File: src/rtl/ltd_pkg.sv
package ltd_pkg;

  // transponder count must be a power of two so the id splits by bit slicing
  localparam int TRANSPONDERS = 16;
  localparam int IDX_BITS     = $clog2(TRANSPONDERS);
  localparam int STAMP_BITS   = 24;

  localparam int ID_BITS      = 8;
  localparam int TS_BITS      = 24;
  localparam int WHO_BITS     = 4;
  localparam int VALUE_BITS   = 24;
  localparam int KIND_BITS    = 2;
  localparam int RETRY_BITS   = 8;

  // stamps wider than the timestamp field never carry extra bits
  localparam int STORE_BITS   = (STAMP_BITS < TS_BITS) ? STAMP_BITS : TS_BITS;

  typedef enum logic [KIND_BITS-1:0] {
    KIND_LAP   = 2'd0,
    KIND_RETRY = 2'd1,
    KIND_POWER = 2'd2
  } kind_t;

  typedef struct packed {
    logic                length_ok;
    logic [ID_BITS-1:0]  packet_id;
    logic [TS_BITS-1:0]  timestamp;
  } packet_t;

  typedef struct packed {
    kind_t                  event_kind;
    logic [WHO_BITS-1:0]    transponder;
    logic [VALUE_BITS-1:0]  event_value;
  } result_t;

  typedef struct packed {
    logic valid;
    logic advance;
  } stage_ctl_t;

endpackage

File: src/rtl/lap_time_event_decoder_top.sv
// Lap time event decoder: turns received transponder packets into events.
// Input channel (in_valid / in_stall): one packet per beat with length flag,
// packet id (kind in the upper bits, transponder in the low four) and stamp.
// Output channel (out_valid / out_stall): one event per beat with kind,
// transponder and value (lap duration, retry count or zero for power-up).
// A packet gives at most one event; bad length, first lap of a transponder,
// repeated stamp and unknown kinds give none.
// An accepted packet waits in the input register; its event is then loaded
// into the result register, which drives the output.
// Throughput is one packet per cycle unless a packet with an event meets a
// held result register: the per-transponder table is read, subtracted from
// and written between the input register and the result register.
// Reset clears all seen flags, so every transponder starts unarmed; stored
// stamps are only read once armed.
// When the receiver stalls, the held event stays put; a packet that needs
// the result register waits in the input register and in_stall rises, while
// packets that give no event still drain.
module lap_time_event_decoder_top (
  input  logic                              clk,
  input  logic                              rst_n,
  input  logic                              in_valid,
  output logic                              in_stall,
  input  logic                              in_length_ok,
  input  logic [ltd_pkg::ID_BITS-1:0]       in_packet_id,
  input  logic [ltd_pkg::TS_BITS-1:0]       in_timestamp,
  output logic                              out_valid,
  input  logic                              out_stall,
  output logic [ltd_pkg::KIND_BITS-1:0]     out_event_kind,
  output logic [ltd_pkg::WHO_BITS-1:0]      out_transponder,
  output logic [ltd_pkg::VALUE_BITS-1:0]    out_event_value
);
  import ltd_pkg::*;

  packet_t    in_pkt;
  packet_t    pkt;
  logic       pkt_valid;
  stage_ctl_t ctl;
  logic       hit;
  logic       free;
  result_t    res;
  result_t    out_res;

  assign in_pkt.length_ok = in_length_ok;
  assign in_pkt.packet_id = in_packet_id;
  assign in_pkt.timestamp = in_timestamp;

  // a packet moves on unless it has an event and the result register is held
  assign ctl.valid   = pkt_valid;
  assign ctl.advance = pkt_valid && (!hit || free);

  ltd_in_stage u_in (
    .clk       (clk),
    .rst_n     (rst_n),
    .in_valid  (in_valid),
    .in_stall  (in_stall),
    .in_pkt    (in_pkt),
    .advance   (ctl.advance),
    .pkt       (pkt),
    .pkt_valid (pkt_valid)
  );

  ltd_core u_core (
    .clk   (clk),
    .rst_n (rst_n),
    .pkt   (pkt),
    .ctl   (ctl),
    .hit   (hit),
    .res   (res)
  );

  ltd_out_stage u_out (
    .clk       (clk),
    .rst_n     (rst_n),
    .load      (ctl.advance && hit),
    .res       (res),
    .free      (free),
    .out_valid (out_valid),
    .out_stall (out_stall),
    .out_res   (out_res)
  );

  assign out_event_kind  = out_res.event_kind;
  assign out_transponder = out_res.transponder;
  assign out_event_value = out_res.event_value;

endmodule

File: src/rtl/ltd_in_stage.sv
module ltd_in_stage (
  input  logic             clk,
  input  logic             rst_n,
  input  logic             in_valid,
  output logic             in_stall,
  input  ltd_pkg::packet_t in_pkt,
  input  logic             advance,
  output ltd_pkg::packet_t pkt,
  output logic             pkt_valid
);
  import ltd_pkg::*;

  logic    valid_r;
  logic    valid_nxt;
  packet_t pkt_r;
  logic    accept;

  assign in_stall  = valid_r && !advance;
  assign accept    = in_valid && !in_stall;
  assign pkt       = pkt_r;
  assign pkt_valid = valid_r;

  always_comb begin
    valid_nxt = valid_r;
    if (accept) begin
      valid_nxt = 1'b1;
    end else if (advance) begin
      valid_nxt = 1'b0;
    end
  end

  always_ff @(posedge clk) begin
    if (!rst_n) begin
      valid_r <= 1'b0;
    end else begin
      valid_r <= valid_nxt;
    end
  end

  always_ff @(posedge clk) begin
    if (accept) begin
      pkt_r <= in_pkt;
    end
  end

endmodule

File: src/rtl/ltd_core.sv
module ltd_core (
  input  logic                clk,
  input  logic                rst_n,
  input  ltd_pkg::packet_t    pkt,
  input  ltd_pkg::stage_ctl_t ctl,
  output logic                hit,
  output ltd_pkg::result_t    res
);
  import ltd_pkg::*;

  logic [TRANSPONDERS-1:0] seen_r;
  logic [TRANSPONDERS-1:0] seen_nxt;
  logic [STORE_BITS-1:0]   stamp_r [TRANSPONDERS];

  logic [IDX_BITS-1:0]         idx;
  logic [ID_BITS-IDX_BITS-1:0] kind;
  logic [STORE_BITS-1:0]       ts;
  logic [STORE_BITS-1:0]       diff;
  logic                        is_lap;
  logic                        store;

  assign idx    = pkt.packet_id[IDX_BITS-1:0];
  assign kind   = pkt.packet_id[ID_BITS-1:IDX_BITS];
  assign ts     = pkt.timestamp[STORE_BITS-1:0];
  assign diff   = ts - stamp_r[idx];
  assign is_lap = pkt.length_ok && (kind == (ID_BITS-IDX_BITS)'(KIND_LAP));
  assign store  = ctl.valid && ctl.advance && is_lap;

  always_comb begin
    hit             = 1'b0;
    res.event_kind  = KIND_LAP;
    res.transponder = WHO_BITS'(idx);
    res.event_value = '0;
    if (pkt.length_ok) begin
      if (kind == (ID_BITS-IDX_BITS)'(KIND_LAP)) begin
        // first crossing only arms the transponder
        hit             = seen_r[idx] && (diff != '0);
        res.event_value = VALUE_BITS'(diff);
      end else if (kind == (ID_BITS-IDX_BITS)'(KIND_RETRY)) begin
        hit             = 1'b1;
        res.event_kind  = KIND_RETRY;
        res.event_value = VALUE_BITS'(pkt.timestamp[RETRY_BITS-1:0]);
      end else if (kind == (ID_BITS-IDX_BITS)'(KIND_POWER)) begin
        hit             = 1'b1;
        res.event_kind  = KIND_POWER;
      end
    end
  end

  always_comb begin
    seen_nxt = seen_r;
    if (store) begin
      seen_nxt[idx] = 1'b1;
    end
  end

  always_ff @(posedge clk) begin
    if (!rst_n) begin
      seen_r <= '0;
    end else begin
      seen_r <= seen_nxt;
    end
  end

  always_ff @(posedge clk) begin
    if (store) begin
      stamp_r[idx] <= ts;
    end
  end

endmodule

File: src/rtl/ltd_out_stage.sv
module ltd_out_stage (
  input  logic             clk,
  input  logic             rst_n,
  input  logic             load,
  input  ltd_pkg::result_t res,
  output logic             free,
  output logic             out_valid,
  input  logic             out_stall,
  output ltd_pkg::result_t out_res
);
  import ltd_pkg::*;

  logic    valid_r;
  logic    valid_nxt;
  result_t res_r;

  assign free      = !valid_r || !out_stall;
  assign out_valid = valid_r;
  assign out_res   = res_r;

  always_comb begin
    valid_nxt = valid_r;
    if (load) begin
      valid_nxt = 1'b1;
    end else if (!out_stall) begin
      valid_nxt = 1'b0;
    end
  end

  always_ff @(posedge clk) begin
    if (!rst_n) begin
      valid_r <= 1'b0;
    end else begin
      valid_r <= valid_nxt;
    end
  end

  always_ff @(posedge clk) begin
    if (load) begin
      res_r <= res;
    end
  end

endmodule

File: config.mk
export PLATFORM = sky130hd
export DESIGN_NAME = lap_time_event_decoder_top
export DESIGN_NICKNAME = d
export VERILOG_FILES = /design/src/rtl/ltd_pkg.sv /design/src/rtl/lap_time_event_decoder_top.sv /design/src/rtl/ltd_in_stage.sv /design/src/rtl/ltd_core.sv /design/src/rtl/ltd_out_stage.sv
export SDC_FILE = /design/constraint.sdc
export NUM_CORES = 1
export LEC_CHECK = 0
export ABC_AREA = 1
export BUFFER_PORTS_ARGS = -buffer_cell sky130_fd_sc_hd__buf_4
export CAP_MARGIN = 20
export CORE_MARGIN = 2
export CORE_UTILIZATION = 41
export CTS_CLUSTER_DIAMETER = 60
export DETAILED_ROUTE_END_ITERATION = 12
export GPL_ROUTABILITY_DRIVEN = 1
export MAX_ROUTING_LAYER = met4
export SLEW_MARGIN = 20
export SYNTH_ARGS = -nofsm -noshare
export SYNTH_HDL_FRONTEND = slang
export SYNTH_SLANG_ARGS = --single-unit
File: constraint.sdc
create_clock -name clk -period 9.1 [get_ports clk]
set_input_delay 1.365 -clock clk [delete_from_list [all_inputs] [get_ports clk]]
set_output_delay 1.365 -clock clk [all_outputs]
set_load 0.02 [all_outputs]
==> results.yml <==
timing:
  setup_ws_ns: 2.409
  timing.fmax_mhz: 149.5
  skew_ns: 0.02228
  hold_violations: 0
  worst_pin_slew_ns: 1.010
  tns_ns: 0
  period_share_pct: 73.53
  slew_headroom_pct: 32.65
  finalSetupViolCount: 0
  min_period_ns: 6.691
  finalMaxSlewViolations: 0
  grt_setup_unrepaired: "no"
outcome:
  status: "finished, final reports clean"
pwr:
  p_per_area_nw_per_um2: 220.7
  p_switching_uw: 1259
  ir_worst_vdd_mv: 0.1373
  p_leak_uw: 0.008508
  power.internal_uw: 3734
  p_seq_share_pct: 49.0
  comb_power_share_pct: 12.1
  power_switching_share_pct: 25.21
  clkPwrFrac_pct: 38.9
synthesis:
  syn-num-nets: 1765
  synth_top_family_by_area: "simple AND/OR/NAND/NOR gates"
  ys_async_sr_fraction_pct: 0
  synth_edf_count: 447
  yosys_warnings: 0
  synth_simple_gate_area_share_pct: 12.53
  synth_xor_area_share_pct: 0.08794
  synth_compound_area_share_pct: 11.23
  yosysSeqAreaShare_pct: 69.60
  synth_seq_cells: 469
  synth_cell_types: 39
  avgSynthCellArea_um2: 11.70
  synth_fa_ha_area_share_pct: 1.608
  syn_area_um2: 19920
  yosys-mux-area-fraction_pct: 0
  synth_top_flop_cell: "edfxtp_1"
  synthCells: 1703
worst_setup_path:
  critical_path_class: "reg2out"
  r2r_slack_ns: 3.27
  critPathArrivalTime_ns: 5.33
  r2r_end: "u_in.pkt[10]"
  crit_fanout: 42
  crit_path_start_kind: "register"
  required_ns: 7.74
  setup.worst_path.end_class: "primary output"
  reg2reg_depth: 25
floorplanning:
  core_um2: 47850
  num_rows: 80
  die-area_um2: 50360
  start_util_pct: 41.63
  die_h_um: 224.4
  fp.dieW_um: 224.4
  ios: 69
detailed_routing:
  ant_nets: 0
  via_per_inst: 5.504
  wl_per_cell_um: 21.30
  vias: 13287
  drc: 0
  firstDrtPassIters: 6
  routed_wl_um: 51430
  drt-initial-drc-count: 1283
placed_design:
  place_area_um2: 21080
  dp_slack_ns: 3.054
  dp_cells: 2329
  place.gp.congestion: 0.8835
  place_hpwl_um: 29140
  io_buffers: 68
clock_tree:
  cts_resized: 0
  root_buffer: "clkbuf_16"
  clk_pin_slew_ns: 0.06
  post_cts_buffers: 0
  cts_tree: "done"
  ctsHoldBuffers: 0
  clock_path_buffers: 3
  clock_latency_ns: 0.58
  cts_sinks: 469
  htree_levels: 2
  cts_made_buffers: 50
grt:
  grt_pass1_wl_um: 78270
  grt_use_total_pct: 21.28
  grt_pass1_vias: 13133
  grt_max_degree: 91
  antenna_found_initial: 0
  overflow: 0
cells_and_area:
  stdcell_count: 2414
  synthToLayoutAreaGrowth_pct: 13.59
  multiInputGateArea_um2: 5070
  register_area_um2: 13870
  nNetsFinal: 1828
  finalInstanceArea_um2: 22630
  fill_cells: 4245
  n_antenna_cell: 0
  drive_above_1_share_pct: 11.12
hold_path:
  min-delay-start: "u_core.seen_r[3]"
  hold_path_depth: 2
  holdPathEnd: "u_core.seen_r[3]"
  hp-class: "reg2reg"
job:
  cap_violations: 0
-- worst max path at each step --
stage	endpoint	cells after the start
2_1_floorplan	in_stall	24
3_3_place_gp	in_stall	25
3_5_place_dp	in_stall	24
4_1_cts	in_stall	24
5_1_grt	in_stall	25
6_report	in_stall	25
-- sequential cells by signal, summed over array words and instances, names as in the netlist, named ones only --
register	count
u_core.seen_r	16
u_in.pkt_valid	1
u_core.stamp_r	384
u_in.pkt	33
u_out.out_valid	1
u_out.out_res	30
-- metal layers --
metal	vias up	part of all wire [%]	track usage (%)	wire length, µm
li1	6228	-	-	-
met1	6480	43	28.28	22020
met2	488	48	33.65	24440
met3	91	6.6	3.057	3398
met4	0	3.0	7.520	1566
met5	-	0	-	0
-- synth_stat cells (5+ instances only) --
cell / number / area, µm²
a21oi_1: 36 / 180.2
nand2_2: 5 / 31.28
nand2_1: 224 / 840.8
ha_1: 24 / 300.3
a21oi_2: 6 / 52.55
o21ai_0: 192 / 960.9
nor2_1: 244 / 915.9
nand3_1: 69 / 345.3
clkbuf_1: 79 / 296.5
inv_1: 165 / 619.3
o221ai_1: 71 / 621.9
nand4_1: 14 / 87.58
nand4_2: 10 / 125.1
o211ai_1: 23 / 172.7
dfxtp_1: 22 / 440.4
edfxtp_1: 447 / 13420
o22ai_1: 28 / 175.2
-- cell families after synthesis --
logic type      count (synthesis)
simple gates                  585
flops                         469
compound gates                366
buf+inv                       256
fa+ha+maj                      25
xor+xnor                        2
-- placed cells by master (no fill, tap or decap), types with 15 or more instances in the layout --
master / netlist / final
nor2_1: 244 / 244
o211ai_1: 23 / 23
a21oi_1: 36 / 36
inv_1: 165 / 161
ha_1: 24 / 24
buf_4: 1 / 97
clkbuf_16: 0 / 51
dfxtp_1: 22 / 19
edfxtp_1: 447 / 447
nand2_1: 224 / 224
o221ai_1: 71 / 71
nand3_1: 69 / 69
clkbuf_1: 79 / 15
o21ai_0: 192 / 192
o22ai_1: 28 / 28
-- area by class of cell --
cell class	count	area share (%)
Clock inverter	17	0.8295
Clock buffer	68	6.011
Multi-Input combinational cell	978	22.41
Tap cell	615	3.401
Sequential cell	469	61.30
Timing Repair Buffer	97	3.218
Inverter	170	2.831
-- worst max-delay path, cell delays in order, from the launching register on --
cell and delay [ns]:
dfxtp_2 0.31, buf_4 0.24, inv_2 0.64, buf_4 0.56, o21ai_0 0.16, o221ai_1 0.28
o211ai_1 0.14, nand2_1 0.11, inv_1 0.05, ha_1 0.37, nand2_1 0.13, nor2_1 0.26
inv_1 0.07, nor3_1 0.24, nand2_1 0.12, nand2_1 0.07, nand2_1 0.05, nand2_1 0.08
nand2_1 0.06, nor2_1 0.08, nand3_1 0.20, nand2_2 0.13, nand2_4 0.07, nand3_2 0.07
inv_1 0.05, buf_4 0.15
-- metrics by stage --
stage	hold slack [ns]	total power (µW)	util, %
floorplan	0.4300	2890	-
global placement	0.4403	3086	44.05
detailed placement	0.4477	3091	44.05
CTS	0.4579	5023	47.29
global route	0.4703	5188	47.29
finish	0.4549	4992	47.29
-- power by group through the flow --
stage	clock, µW	combinational [µW]	sequential [µW]
final	1940	602	2450
after detailed placement	0	597	2490
after global routing	2060	677	2450
after global placement	0	594	2490
after CTS	1970	600	2450
after floorplan	0	425	2460
Power figures use the tool's default switching activity.
